File: src/sv/lru_cache_with_eviction_log_defines.svh
// Assertion macros for the LRU cache with eviction log.
// Used by the top level; relies on clk and arst_n being in scope.
`ifndef LRU_CACHE_WITH_EVICTION_LOG_DEFINES_SVH
`define LRU_CACHE_WITH_EVICTION_LOG_DEFINES_SVH

// Checks the consequent in the same cycle as the antecedent.
`define LCE_ASSERT_NOW(label, ante, cons, msg) \
	label: assert property (@(posedge clk) disable iff (!arst_n) (ante) |-> (cons)) \
		else $error(msg);

// Checks the consequent in the cycle after the antecedent.
`define LCE_ASSERT_NEXT(label, ante, cons, msg) \
	label: assert property (@(posedge clk) disable iff (!arst_n) (ante) |=> (cons)) \
		else $error(msg);

`endif

File: src/sv/lce_pkg.sv
// Shared constants and types for the LRU cache with eviction log.
// No dependencies.
package lce_pkg;
	localparam int CFG_W     = 5;
	localparam int CFG_IDX_W = 2;
	localparam int OP_W      = 2;
	localparam int ECNT_W    = 4;
	localparam int SIZE_W    = 5;
	localparam int IDX_MAX_W = 8;

	localparam logic [CFG_IDX_W-1:0] REG_CAPACITY  = 2'd0;
	localparam logic [CFG_IDX_W-1:0] REG_LOG_DEPTH = 2'd1;

	localparam logic [CFG_W-1:0] CAPACITY_RESET  = 5'd16;
	localparam logic [CFG_W-1:0] LOG_DEPTH_RESET = 5'd8;

	localparam logic [OP_W-1:0] OP_PUT   = 2'd0;
	localparam logic [OP_W-1:0] OP_GET   = 2'd1;
	localparam logic [OP_W-1:0] OP_EVICT = 2'd2;
	localparam logic [OP_W-1:0] OP_FIND  = 2'd3;

	typedef enum logic [1:0] {
		AGE_NOP,
		AGE_TOUCH,
		AGE_INSERT,
		AGE_DROP
	} age_op_t;

	typedef struct packed {
		age_op_t              op;
		logic [IDX_MAX_W-1:0] idx;
	} age_cmd_t;
endpackage

File: src/sv/lce_if.sv
// Channel interfaces for the LRU cache with eviction log.
// Depends on lce_pkg for field widths.
interface lce_req_if #(parameter int KB = 32, parameter int VB = 32);
	logic                  valid;
	logic                  ready;
	logic [lce_pkg::OP_W-1:0] op;
	logic [KB-1:0]         key;
	logic [VB-1:0]         value;
	modport source (output valid, op, key, value, input ready);
	modport sink (input valid, op, key, value, output ready);
endinterface

interface lce_rsp_if #(parameter int KB = 32, parameter int VB = 32);
	logic                       valid;
	logic                       ready;
	logic                       hit;
	logic [VB-1:0]              value_out;
	logic                       reason_out;
	logic                       evicted;
	logic [KB-1:0]              evicted_key;
	logic [lce_pkg::ECNT_W-1:0] evict_count;
	logic [lce_pkg::SIZE_W-1:0] size_out;
	modport source (output valid, hit, value_out, reason_out, evicted, evicted_key,
		evict_count, size_out, input ready);
	modport sink (input valid, hit, value_out, reason_out, evicted, evicted_key,
		evict_count, size_out, output ready);
endinterface

interface lce_cfg_if;
	logic                          valid;
	logic                          ready;
	logic [lce_pkg::CFG_IDX_W-1:0] idx;
	logic [lce_pkg::CFG_W-1:0]     data;
	modport source (output valid, idx, data, input ready);
	modport sink (input valid, idx, data, output ready);
endinterface

File: src/sv/lce_entry_mem.sv
// Entry store: key and handle per slot, one write and one registered read port.
// Standalone; no package use.
module lce_entry_mem #(
	parameter int DEPTH = 16,
	parameter int KB    = 32,
	parameter int VB    = 32
) (
	input  logic                                clk,
	input  logic                                wr_en,
	input  logic [(DEPTH > 1 ? $clog2(DEPTH) : 1)-1:0] wr_addr,
	input  logic [KB-1:0]                       wr_key,
	input  logic [VB-1:0]                       wr_val,
	input  logic [(DEPTH > 1 ? $clog2(DEPTH) : 1)-1:0] rd_addr,
	output logic [KB-1:0]                       rd_key,
	output logic [VB-1:0]                       rd_val
);
	logic [KB+VB-1:0] mem [DEPTH];

	always_ff @(posedge clk) begin
		if (wr_en) begin
			mem[wr_addr] <= {wr_key, wr_val};
		end
		{rd_key, rd_val} <= mem[rd_addr];
	end
endmodule

File: src/sv/lce_age.sv
// Recency tracker: valid bits, ages and live count of the entry slots.
// Depends on lce_pkg for the command struct.
module lce_age #(
	parameter int DEPTH = 16
) (
	input  logic                                clk,
	input  logic                                arst_n,
	input  lce_pkg::age_cmd_t                   cmd,
	output logic [DEPTH-1:0]                    valid,
	output logic [$clog2(DEPTH+1)-1:0]          live,
	output logic [(DEPTH > 1 ? $clog2(DEPTH) : 1)-1:0] lru_idx,
	output logic [(DEPTH > 1 ? $clog2(DEPTH) : 1)-1:0] free_idx
);
	import lce_pkg::*;
	localparam int IW = DEPTH > 1 ? $clog2(DEPTH) : 1;
	localparam int CW = $clog2(DEPTH+1);

	logic [DEPTH-1:0] valid_q;
	logic [IW-1:0]    age_q [DEPTH];
	logic [CW-1:0]    live_q;
	logic [IW-1:0]    ci;
	logic [IW-1:0]    oldest;

	assign ci     = cmd.idx[IW-1:0];
	assign oldest = IW'(live_q - CW'(1));

	always_ff @(posedge clk or negedge arst_n) begin
		if (!arst_n) begin
			valid_q <= '0;
			live_q  <= '0;
			for (int j = 0; j < DEPTH; j++) age_q[j] <= '0;
		end else begin
			unique case (cmd.op)
				AGE_TOUCH: begin
					for (int j = 0; j < DEPTH; j++) begin
						if (valid_q[j] && age_q[j] < age_q[ci]) age_q[j] <= age_q[j] + IW'(1);
					end
					age_q[ci] <= '0;
				end
				AGE_INSERT: begin
					for (int j = 0; j < DEPTH; j++) begin
						if (valid_q[j]) age_q[j] <= age_q[j] + IW'(1);
					end
					age_q[ci]   <= '0;
					valid_q[ci] <= 1'b1;
					live_q      <= live_q + CW'(1);
				end
				AGE_DROP: begin
					age_q[ci]   <= '0;
					valid_q[ci] <= 1'b0;
					live_q      <= live_q - CW'(1);
				end
				default: ;
			endcase
		end
	end

	always_comb begin
		lru_idx  = '0;
		free_idx = '0;
		for (int j = 0; j < DEPTH; j++) begin
			if (valid_q[j] && age_q[j] == oldest) lru_idx = IW'(j);
		end
		for (int j = DEPTH-1; j >= 0; j--) begin
			if (!valid_q[j]) free_idx = IW'(j);
		end
	end

	assign valid = valid_q;
	assign live  = live_q;
endmodule

File: src/sv/lce_log.sv
// Eviction log: ring of key, handle and reason records with a bounded depth.
// Depends on lce_pkg for the configuration width.
module lce_log #(
	parameter int LOG_MAX = 16,
	parameter int KB      = 32,
	parameter int VB      = 32
) (
	input  logic                         clk,
	input  logic                         arst_n,
	input  logic [lce_pkg::CFG_W-1:0]    depth,
	input  logic                         push_en,
	input  logic [KB-1:0]                push_key,
	input  logic [VB-1:0]                push_val,
	input  logic                         push_reason,
	input  logic [$clog2(LOG_MAX+1)-1:0] rd_n,
	output logic [KB-1:0]                rd_key,
	output logic [VB-1:0]                rd_val,
	output logic                         rd_reason,
	output logic [$clog2(LOG_MAX+1)-1:0] count
);
	import lce_pkg::*;
	localparam int LIW = LOG_MAX > 1 ? $clog2(LOG_MAX) : 1;
	localparam int LCW = $clog2(LOG_MAX+1);
	localparam int SW  = (LIW > LCW ? LIW : LCW) + 1;

	logic [KB+VB:0] mem [LOG_MAX];
	logic [LIW-1:0] head_q;
	logic [LCW-1:0] cnt_q;
	logic [LCW-1:0] effd;
	logic [SW-1:0]  wsum;
	logic [SW-1:0]  rsum;
	logic [SW-1:0]  hnext;
	logic [LIW-1:0] wslot;
	logic [LIW-1:0] raddr;
	logic [LIW-1:0] head_nx;
	logic           do_push;

	assign effd = (32'(depth) > LOG_MAX) ? LCW'(LOG_MAX) : LCW'(depth);
	assign wsum = SW'(head_q) + SW'(cnt_q);
	assign rsum = SW'(head_q) + SW'(rd_n);
	assign hnext = SW'(head_q) + SW'(1);
	assign head_nx = (hnext >= SW'(LOG_MAX)) ? '0 : LIW'(hnext);
	assign raddr = (rsum >= SW'(LOG_MAX)) ? LIW'(rsum - SW'(LOG_MAX)) : LIW'(rsum);
	assign do_push = push_en && (push_val != '0);

	always_comb begin
		if (32'(cnt_q) >= LOG_MAX) wslot = head_q;
		else if (wsum >= SW'(LOG_MAX)) wslot = LIW'(wsum - SW'(LOG_MAX));
		else wslot = LIW'(wsum);
	end

	always_ff @(posedge clk or negedge arst_n) begin
		if (!arst_n) begin
			head_q <= '0;
			cnt_q  <= '0;
		end else if (do_push) begin
			if (32'(cnt_q) >= LOG_MAX) begin
				head_q <= head_nx;
			end else if ((SW'(cnt_q) + SW'(1)) > SW'(effd)) begin
				head_q <= head_nx;
			end else begin
				cnt_q <= cnt_q + LCW'(1);
			end
		end
	end

	always_ff @(posedge clk) begin
		if (do_push) begin
			mem[wslot] <= {push_key, push_val, push_reason};
		end
		{rd_key, rd_val, rd_reason} <= mem[raddr];
	end

	assign count = cnt_q;
endmodule

File: src/sv/lru_cache_with_eviction_log.sv
// Top level of the LRU cache with eviction log: sequencer and result register.
// Depends on lce_pkg, lce_if, lce_entry_mem, lce_age, lce_log and the defines header.
//
//   port   role     moves
//   req    sink     op, key, value
//   rsp    source   hit, value_out, reason_out, evicted, evicted_key, evict_count, size_out
//   cfg    sink     idx, data (capacity, log_depth)
//
// Put, get and evict-all scan the entry memory one slot a cycle, then decide in S_DEC and
// go to the result register through S_OUT; an insert adds S_INS, a put eviction S_VRD and
// S_VLOG before S_INS, and evict-all on a hit passes S_EALOOP, S_VRD and S_VLOG per removed entry.
// Find scans the log one record a cycle in S_FIND before S_OUT.
// An item with key 0 goes straight to S_OUT; the block returns to idle after every item before the next.
// Reset clears control state at once; no clearing pass is needed.
// A waiting result stalls the block only when the next result is ready.
`include "lru_cache_with_eviction_log_defines.svh"

module lru_cache_with_eviction_log #(
	parameter int CAPACITY_MAX = 16,
	parameter int LOG_MAX      = 16,
	parameter int KEY_BITS     = 32,
	parameter int VALUE_BITS   = 32
) (
	input  logic      clk,
	input  logic      arst_n,
	lce_req_if.sink   req,
	lce_rsp_if.source rsp,
	lce_cfg_if.sink   cfg
);
	import lce_pkg::*;
	localparam int IW  = CAPACITY_MAX > 1 ? $clog2(CAPACITY_MAX) : 1;
	localparam int CW  = $clog2(CAPACITY_MAX+1);
	localparam int LCW = $clog2(LOG_MAX+1);

	localparam logic [3:0] S_IDLE   = 4'd0;
	localparam logic [3:0] S_SCAN   = 4'd1;
	localparam logic [3:0] S_DEC    = 4'd2;
	localparam logic [3:0] S_EALOOP = 4'd3;
	localparam logic [3:0] S_VRD    = 4'd4;
	localparam logic [3:0] S_VLOG   = 4'd5;
	localparam logic [3:0] S_INS    = 4'd6;
	localparam logic [3:0] S_FIND   = 4'd7;
	localparam logic [3:0] S_OUT    = 4'd8;

	logic [3:0]          state_q;
	logic [CFG_W-1:0]    cap_q;
	logic [CFG_W-1:0]    depth_q;
	logic [OP_W-1:0]     op_q;
	logic [KEY_BITS-1:0] key_q;
	logic [VALUE_BITS-1:0] val_q;
	logic                hit_q;
	logic [VALUE_BITS-1:0] vout_q;
	logic                rsn_q;
	logic                ev_q;
	logic [KEY_BITS-1:0] evkey_q;
	logic [ECNT_W-1:0]   ecnt_q;
	logic [IW-1:0]       hidx_q;
	logic [IW-1:0]       victim_q;
	logic [IW-1:0]       slot_q;
	logic [CW-1:0]       scnt_q;
	logic [LCW-1:0]      fcnt_q;
	logic                pend_s1;
	logic [IW-1:0]       addr_s1;
	logic                rsp_v_q;

	logic [CW-1:0]         effcap;
	age_cmd_t              age_cmd;
	logic [CAPACITY_MAX-1:0] valid;
	logic [CW-1:0]         live;
	logic [IW-1:0]         lru_idx;
	logic [IW-1:0]         free_idx;
	logic                  mem_we;
	logic [IW-1:0]         mem_waddr;
	logic [IW-1:0]         mem_raddr;
	logic [KEY_BITS-1:0]   erd_key;
	logic [VALUE_BITS-1:0] erd_val;
	logic [KEY_BITS-1:0]   lrd_key;
	logic [VALUE_BITS-1:0] lrd_val;
	logic                  lrd_reason;
	logic [LCW-1:0]        log_count;
	logic                  out_load;

	assign effcap = (cap_q == '0) ? CW'(1) :
		(32'(cap_q) > CAPACITY_MAX) ? CW'(CAPACITY_MAX) : CW'(cap_q);

	always_comb begin
		age_cmd = '{op: AGE_NOP, idx: '0};
		mem_we = 1'b0;
		mem_waddr = hidx_q;
		mem_raddr = victim_q;
		if (state_q == S_SCAN) mem_raddr = scnt_q[IW-1:0];
		if (state_q == S_DEC && hit_q) begin
			age_cmd = '{op: AGE_TOUCH, idx: IDX_MAX_W'(hidx_q)};
			mem_we = (op_q == OP_PUT) || (op_q == OP_EVICT);
		end
		if (state_q == S_VLOG) age_cmd = '{op: AGE_DROP, idx: IDX_MAX_W'(victim_q)};
		if (state_q == S_INS) begin
			age_cmd = '{op: AGE_INSERT, idx: IDX_MAX_W'(slot_q)};
			mem_we = 1'b1;
			mem_waddr = slot_q;
		end
	end

	lce_entry_mem #(.DEPTH(CAPACITY_MAX), .KB(KEY_BITS), .VB(VALUE_BITS)) u_mem (
		.clk(clk), .wr_en(mem_we), .wr_addr(mem_waddr), .wr_key(key_q), .wr_val(val_q),
		.rd_addr(mem_raddr), .rd_key(erd_key), .rd_val(erd_val)
	);

	lce_age #(.DEPTH(CAPACITY_MAX)) u_age (
		.clk(clk), .arst_n(arst_n), .cmd(age_cmd), .valid(valid), .live(live),
		.lru_idx(lru_idx), .free_idx(free_idx)
	);

	lce_log #(.LOG_MAX(LOG_MAX), .KB(KEY_BITS), .VB(VALUE_BITS)) u_log (
		.clk(clk), .arst_n(arst_n), .depth(depth_q), .push_en(state_q == S_VLOG),
		.push_key(erd_key), .push_val(erd_val), .push_reason(op_q == OP_EVICT),
		.rd_n(fcnt_q), .rd_key(lrd_key), .rd_val(lrd_val), .rd_reason(lrd_reason),
		.count(log_count)
	);

	assign cfg.ready = 1'b1;
	assign req.ready = (state_q == S_IDLE);
	assign out_load  = (state_q == S_OUT) && (!rsp_v_q || rsp.ready);

	always_ff @(posedge clk or negedge arst_n) begin
		if (!arst_n) begin
			cap_q   <= CAPACITY_RESET;
			depth_q <= LOG_DEPTH_RESET;
		end else if (cfg.valid) begin
			unique case (cfg.idx)
				REG_CAPACITY:  cap_q <= cfg.data;
				REG_LOG_DEPTH: depth_q <= cfg.data;
				default: ;
			endcase
		end
	end

	always_ff @(posedge clk or negedge arst_n) begin
		if (!arst_n) begin
			state_q  <= S_IDLE;
			op_q     <= OP_PUT;
			key_q    <= '0;
			val_q    <= '0;
			hit_q    <= 1'b0;
			vout_q   <= '0;
			rsn_q    <= 1'b0;
			ev_q     <= 1'b0;
			evkey_q  <= '0;
			ecnt_q   <= '0;
			hidx_q   <= '0;
			victim_q <= '0;
			slot_q   <= '0;
			scnt_q   <= '0;
			fcnt_q   <= '0;
			pend_s1  <= 1'b0;
			addr_s1  <= '0;
		end else begin
			unique case (state_q)
				S_IDLE: begin
					if (req.valid) begin
						op_q    <= req.op;
						key_q   <= req.key;
						val_q   <= req.value;
						hit_q   <= 1'b0;
						vout_q  <= '0;
						rsn_q   <= 1'b0;
						ev_q    <= 1'b0;
						evkey_q <= '0;
						ecnt_q  <= '0;
						scnt_q  <= '0;
						fcnt_q  <= '0;
						pend_s1 <= 1'b0;
						if (req.key == '0) state_q <= S_OUT;
						else if (req.op == OP_FIND) state_q <= S_FIND;
						else state_q <= S_SCAN;
					end
				end
				S_SCAN: begin
					pend_s1 <= (32'(scnt_q) < CAPACITY_MAX);
					addr_s1 <= scnt_q[IW-1:0];
					if (32'(scnt_q) < CAPACITY_MAX) scnt_q <= scnt_q + CW'(1);
					if (pend_s1 && valid[addr_s1] && erd_key == key_q) begin
						hit_q  <= 1'b1;
						hidx_q <= addr_s1;
						if (op_q == OP_GET) vout_q <= erd_val;
					end
					if (32'(scnt_q) >= CAPACITY_MAX && !pend_s1) state_q <= S_DEC;
				end
				S_DEC: begin
					if (op_q == OP_PUT && !hit_q) begin
						if (live >= effcap) begin
							victim_q <= lru_idx;
							state_q  <= S_VRD;
						end else begin
							slot_q  <= free_idx;
							state_q <= S_INS;
						end
					end else if (op_q == OP_EVICT && hit_q) begin
						state_q <= S_EALOOP;
					end else begin
						state_q <= S_OUT;
					end
				end
				S_EALOOP: begin
					if (live > CW'(1)) begin
						victim_q <= lru_idx;
						state_q  <= S_VRD;
					end else begin
						state_q <= S_OUT;
					end
				end
				S_VRD: state_q <= S_VLOG;
				S_VLOG: begin
					if (op_q == OP_PUT) begin
						ev_q    <= 1'b1;
						evkey_q <= erd_key;
						slot_q  <= victim_q;
						state_q <= S_INS;
					end else begin
						ecnt_q  <= ecnt_q + ECNT_W'(1);
						state_q <= S_EALOOP;
					end
				end
				S_INS: state_q <= S_OUT;
				S_FIND: begin
					pend_s1 <= (fcnt_q < log_count);
					if (fcnt_q < log_count) fcnt_q <= fcnt_q + LCW'(1);
					if (pend_s1 && !hit_q && lrd_key == key_q) begin
						hit_q  <= 1'b1;
						vout_q <= lrd_val;
						rsn_q  <= lrd_reason;
					end
					if (fcnt_q >= log_count && !pend_s1) state_q <= S_OUT;
				end
				S_OUT: begin
					if (out_load) state_q <= S_IDLE;
				end
				default: state_q <= S_IDLE;
			endcase
		end
	end

	always_ff @(posedge clk or negedge arst_n) begin
		if (!arst_n) begin
			rsp_v_q <= 1'b0;
		end else if (out_load) begin
			rsp_v_q <= 1'b1;
		end else if (rsp.ready) begin
			rsp_v_q <= 1'b0;
		end
	end

	always_ff @(posedge clk) begin
		if (out_load) begin
			rsp.hit         <= hit_q;
			rsp.value_out   <= vout_q;
			rsp.reason_out  <= rsn_q;
			rsp.evicted     <= ev_q;
			rsp.evicted_key <= evkey_q;
			rsp.evict_count <= ecnt_q;
			rsp.size_out    <= SIZE_W'(live);
		end
	end

	assign rsp.valid = rsp_v_q;

	`LCE_ASSERT_NOW(a_live_matches_valid, 1'b1, $countones(valid) == 32'(live), "live count off")
	`LCE_ASSERT_NEXT(a_insert_grows, state_q == S_INS, live == $past(live) + CW'(1), "insert lost")
	`LCE_ASSERT_NEXT(a_drop_shrinks, state_q == S_VLOG, live == $past(live) - CW'(1), "drop lost")
	`LCE_ASSERT_NOW(a_log_bound, 1'b1, 32'(log_count) <= LOG_MAX, "log overfull")
endmodule
File: src/flat_wrapper.sv
// flat-port wrapper written by rule: the top's interface ports become plain ports
module lru_cache_with_eviction_log_flat import lce_pkg::*;
#(
	parameter int CAPACITY_MAX = 16,
	parameter int LOG_MAX      = 16,
	parameter int KEY_BITS     = 32,
	parameter int VALUE_BITS   = 32
)
  (clk, arst_n, req_valid, req_op, req_key, req_value, req_ready, rsp_valid, rsp_hit, rsp_value_out, rsp_reason_out, rsp_evicted, rsp_evicted_key, rsp_evict_count, rsp_size_out, rsp_ready, cfg_valid, cfg_idx, cfg_data, cfg_ready);
  lce_req_if req_i ();
  lce_rsp_if rsp_i ();
  lce_cfg_if cfg_i ();
  input  logic clk;
  input  logic arst_n;
  input wire logic [$bits(req_i.valid)-1:0] req_valid;
  input wire logic [$bits(req_i.op)-1:0] req_op;
  input wire logic [$bits(req_i.key)-1:0] req_key;
  input wire logic [$bits(req_i.value)-1:0] req_value;
  output wire logic [$bits(req_i.ready)-1:0] req_ready;
  output wire logic [$bits(rsp_i.valid)-1:0] rsp_valid;
  output wire logic [$bits(rsp_i.hit)-1:0] rsp_hit;
  output wire logic [$bits(rsp_i.value_out)-1:0] rsp_value_out;
  output wire logic [$bits(rsp_i.reason_out)-1:0] rsp_reason_out;
  output wire logic [$bits(rsp_i.evicted)-1:0] rsp_evicted;
  output wire logic [$bits(rsp_i.evicted_key)-1:0] rsp_evicted_key;
  output wire logic [$bits(rsp_i.evict_count)-1:0] rsp_evict_count;
  output wire logic [$bits(rsp_i.size_out)-1:0] rsp_size_out;
  input wire logic [$bits(rsp_i.ready)-1:0] rsp_ready;
  input wire logic [$bits(cfg_i.valid)-1:0] cfg_valid;
  input wire logic [$bits(cfg_i.idx)-1:0] cfg_idx;
  input wire logic [$bits(cfg_i.data)-1:0] cfg_data;
  output wire logic [$bits(cfg_i.ready)-1:0] cfg_ready;
  assign req_i.valid = req_valid;
  assign req_i.op = req_op;
  assign req_i.key = req_key;
  assign req_i.value = req_value;
  assign req_ready = req_i.ready;
  assign rsp_valid = rsp_i.valid;
  assign rsp_hit = rsp_i.hit;
  assign rsp_value_out = rsp_i.value_out;
  assign rsp_reason_out = rsp_i.reason_out;
  assign rsp_evicted = rsp_i.evicted;
  assign rsp_evicted_key = rsp_i.evicted_key;
  assign rsp_evict_count = rsp_i.evict_count;
  assign rsp_size_out = rsp_i.size_out;
  assign rsp_i.ready = rsp_ready;
  assign cfg_i.valid = cfg_valid;
  assign cfg_i.idx = cfg_idx;
  assign cfg_i.data = cfg_data;
  assign cfg_ready = cfg_i.ready;
  lru_cache_with_eviction_log #(.CAPACITY_MAX(CAPACITY_MAX), .LOG_MAX(LOG_MAX), .KEY_BITS(KEY_BITS), .VALUE_BITS(VALUE_BITS)) u_core (.clk(clk), .arst_n(arst_n), .req(req_i), .rsp(rsp_i), .cfg(cfg_i));
endmodule
File: config.mk
export PLATFORM = sky130hd
export DESIGN_NAME = lru_cache_with_eviction_log_flat
export DESIGN_NICKNAME = d
export VERILOG_FILES = /design/src/sv/lce_pkg.sv /design/src/sv/lce_if.sv /design/src/sv/lce_entry_mem.sv /design/src/sv/lce_age.sv /design/src/sv/lce_log.sv /design/src/sv/lru_cache_with_eviction_log.sv /design/src/flat_wrapper.sv
export VERILOG_INCLUDE_DIRS = /design/src /design/src/sv
export SDC_FILE = /design/constraint.sdc
export NUM_CORES = 2
export LEC_CHECK = 0
export BUFFER_PORTS_ARGS = -buffer_cell sky130_fd_sc_hd__buf_2
export CAP_MARGIN = 20
export CORE_ASPECT_RATIO = 1.25
export CORE_MARGIN = 2
export CORE_UTILIZATION = 40
export DETAILED_ROUTE_END_ITERATION = 7
export SYNTH_ARGS = -nofsm -noshare
export SYNTH_HDL_FRONTEND = slang
export SYNTH_SLANG_ARGS = --single-unit
File: constraint.sdc
create_clock -name clk -period 4.91 [get_ports clk]
set_input_delay 0.7365 -clock clk [delete_from_list [all_inputs] [get_ports clk]]
set_output_delay 0.7365 -clock clk [all_outputs]
set_load 0.05 [all_outputs]
==> flow_summary.json <==
{
  "period_share_pct": 92.38,
  "ant_nets": 0,
  "wl_per_cell_um": 27.97,
  "synth_top_flop_cell": "edfxtp_1",
  "crit_path_start_kind": "register",
  "cp_data_required_time_ns": 5.69,
  "finalWirelength_mm": 273.4,
  "critPathKind": "reg2reg",
  "dpl.hpwl_mm": 154.5,
  "syn_to_final_growth_pct": 14.78,
  "via_per_inst": 5.712,
  "cts_buffer_depth": 4,
  "place_worst_setup_slack_ns": 0.2342,
  "rsz0062_at_grt": "no",
  "async_reset_ff_share_pct": 10.74,
  "final.setup.tns_ns": 0,
  "worst_path_max_delay_cell": "nor4b_2",
  "place.gp.congestion": 0.8896,
  "max_freq_mhz": 220.5,
  "grt_pass1_vias": 57680,
  "grtUsageTotal_pct": 20.99,
  "avgSynthCellArea_um2": 17.13,
  "antenna_found_initial": 13,
  "final_common_cell": "edfxtp_1",
  "final_cell_count_no_fill": 9775,
  "ios": 157,
  "drv_cap": 0,
  "slowest_delay_ns": 0.81,
  "syn-num-nets": 6109,
  "postCtsSetupBuffers": 0,
  "setup_viol": 0,
  "synth-edff-count": 2140,
  "p_per_area_nw_per_um2": 621.5,
  "dieArea_um2": 258200,
  "cts_sinks": 2542,
  "yosys.cell_types.count": 103,
  "grt_max_degree": 107,
  "relSlewSlack_pct": 4.045,
  "cp_num_buf_inv": 2,
  "cts_made_buffers": 245,
  "hp-class": "in2reg",
  "port_buffers": 155,
  "ir_worst_vdd_v": 0.0004013,
  "nets": 6410,
  "clk_latency_ns": 0.95,
  "status": "complete, no violations",
  "root_buffer": "clkbuf_16",
  "detail_route.first_pass.iterations": 6,
  "ys_seq_area_share_pct": 72.47,
  "crit_fanout": 34,
  "syn_area_um2": 101700,
  "worst_slack_ns": 0.3744,
  "syn_inst": 5935,
  "drc_errors": 0,
  "crit_chain": "nor2b_1, nand2_1, nor4_2, nand4_1, buf_4, nor4b_2, or2_1, o22ai_4, buf_4, nand2_1, o21ai_0",
  "via_count": 55840,
  "die_x_um": 454.9,
  "core_area_um2": 252300,
  "hold_violations": 0,
  "clk_pin_slew_worst_paths_ns": 0.06,
  "die_h_um": 567.7,
  "cts_tree": "yes",
  "placed_cells": 9299,
  "dr.first_iter.drc_count": 5335,
  "row_count": 206,
  "skew_ns": 0.1343,
  "drv_slew": 0,
  "crit_path_end_kind": "register",
  "yosysWarnings": 0,
  "period_needed_ns": 4.536,
  "worstMarginPinSlew_ns": 1.426,
  "grt_pass1_wl_mm": 397.8,
  "path_delay_family": "simple AND/OR/NAND/NOR gates",
  "post_route_cells_drive_above_1_share_pct": 21.52,
  "globalRouteOverflowTotal": 0,
  "synth_seq_cells": 2542,
  "cp.arrival_ns": 5.32,
  "leakage_uw": 0.03993,
  "htreeDepth": 4,
  "final_cell_mix": "2140 x edfxtp_1, 807 x nand2_1, 522 x mux4_2",
  "initial_utilization_pct": 40.29
}
==> sequential cells by signal (all words and copies together), names as in the netlist, 5 cells and up, named ones only <==
register and count:
u_core.u_log.count 5, u_core.u_mem.rd_val 32, u_core.rsp.evicted_key 32, u_core.u_age.age_q 64
u_core.u_mem.rd_key 32, u_core.evkey_q 32, u_core.key_q 32, u_core.scnt_q 5
u_core.u_log.rd_val 32, u_core.vout_q 32, u_core.u_mem.mem 1024, u_core.rsp.value_out 32
u_core.fcnt_q 5, u_core.cap_q 5, u_core.rsp.size_out 5, u_core.depth_q 5
u_core.u_log.mem 1040, u_core.val_q 32, u_core.u_age.live 5, u_core.u_log.rd_key 32
==> final timing paths <==
check                      slack, ns  depth (start not counted)               from                    endpoint
max in group asynchronous       3.34                          3             arst_n            u_core.vout_q[5]
hold reg to reg                 0.38                          0   u_core.vout_q[5]     u_core.rsp.value_out[5]
setup / recovery                0.37                         11  u_core.state_q[0]           u_core.vout_q[21]
setup reg to reg                0.37                         11  u_core.state_q[0]           u_core.vout_q[21]
min in group asynchronous       0.45                          2             arst_n  asynchronous set/reset pin
hold / removal                  0.05                          3        req_key[13]            u_core.key_q[13]
==> stage by stage <==
stage | instance area, um2 | total power (uW) | util, % | hold slack (ns)
after floorplan | 101700 | 44560 | - | 0.4096
after global placement | 108300 | 53280 | 42.90 | 0.4290
after detailed placement | 108300 | 53760 | 42.91 | 0.4320
after CTS | 116700 | 72960 | 46.23 | 0.001478
after global routing | 116700 | 75730 | 46.24 | 0.02274
final | 116700 | 72530 | 46.24 | 0.04700
==> report_power, final <==
| group | total [uW] | internal, uW | switching, uW |
|---|---|---|---|
| clock network | 19200 | 11000 | 8190 |
| logic | 21600 | 9130 | 12500 |
| registers | 31700 | 27800 | 3870 |
==> what timing repair did <==
item | in CTS | in global routing
hold buffers | 18 | 0
hold endpoints to repair | 76 | 0
endpoints found under the setup margin | 0 | 45
gates resized for setup | 0 | 5
==> cell usage after synthesis (8+ instances only) <==
cell | number | area, um2
a211oi_1 | 69 | 518.0
nand2b_1 | 17 | 106.4
buf_2 | 43 | 215.2
a31oi_1 | 161 | 1007
nand2_1 | 810 | 3040
dfxtp_1 | 129 | 2582
nor2b_1 | 23 | 143.9
mux4_2 | 522 | 11760
clkbuf_1 | 236 | 885.9
xor2_1 | 88 | 770.7
nor2_1 | 145 | 544.3
a21oi_1 | 124 | 620.6
xnor2_1 | 81 | 709.4
nand4_1 | 25 | 156.4
o21ai_0 | 126 | 630.6
o211ai_1 | 30 | 225.2
o21a_1 | 19 | 142.6
a22oi_1 | 39 | 292.8
ha_1 | 94 | 1176
a21o_1 | 24 | 180.2
a21boi_0 | 9 | 67.56
o22ai_1 | 10 | 62.56
o2bb2ai_1 | 24 | 210.2
dfrtp_1 | 271 | 6782
a311oi_1 | 11 | 96.34
buf_1 | 56 | 210.2
o221ai_1 | 16 | 140.1
and2_1 | 76 | 475.5
inv_1 | 63 | 236.5
edfxtp_1 | 2140 | 64260
and3_1 | 85 | 531.8
nor4_1 | 35 | 219.0
nor3_1 | 48 | 240.2
mux2_2 | 15 | 168.9
nand3_1 | 64 | 320.3
a22o_1 | 39 | 341.6
o21ai_1 | 8 | 40.04
==> final cells by class <==
cell class	instances	area (um2)
clock buffers	330	6805
repair buffers	393	3521
fillers	21240	135600
flip-flops and latches	2542	73680
well taps	3328	4164
diodes	3	7.507
inverters	64	240.2
multi-input cells	2990	26890
clock inverters	125	1389
==> routing by layer <==
metal | GRT usage (%) | part of all wire [%] | up-vias
met5 | 0 | 0.0026 | -
met4 | 8.433 | 4.3 | 2
met3 | 2.699 | 5.6 | 495
met2 | 35.70 | 50 | 1903
met1 | 27.22 | 40 | 29480
li1 | - | - | 23960
==> kinds of logic after synthesis <==
group	share of synthesized area (%)
fa+ha+maj	1.196
simple gates	6.192
flops	72.47
compound gates	5.307
buf+inv	1.556
xor+xnor	1.478
other cells	0.003688
mux	11.80
==> worst register-to-register path, cell delays in order, from the launching register on <==
cell     delay, ns
dfrtp_1       0.66
nor2b_1       0.26
nand2_1       0.54
nor4_2        0.69
nand4_1       0.15
buf_4         0.16
nor4b_2       0.81
or2_1         0.29
o22ai_4       0.29
buf_4         0.44
nand2_1       0.12
o21ai_0       0.07
No activity file was read; power rests on OpenSTA's default activity.
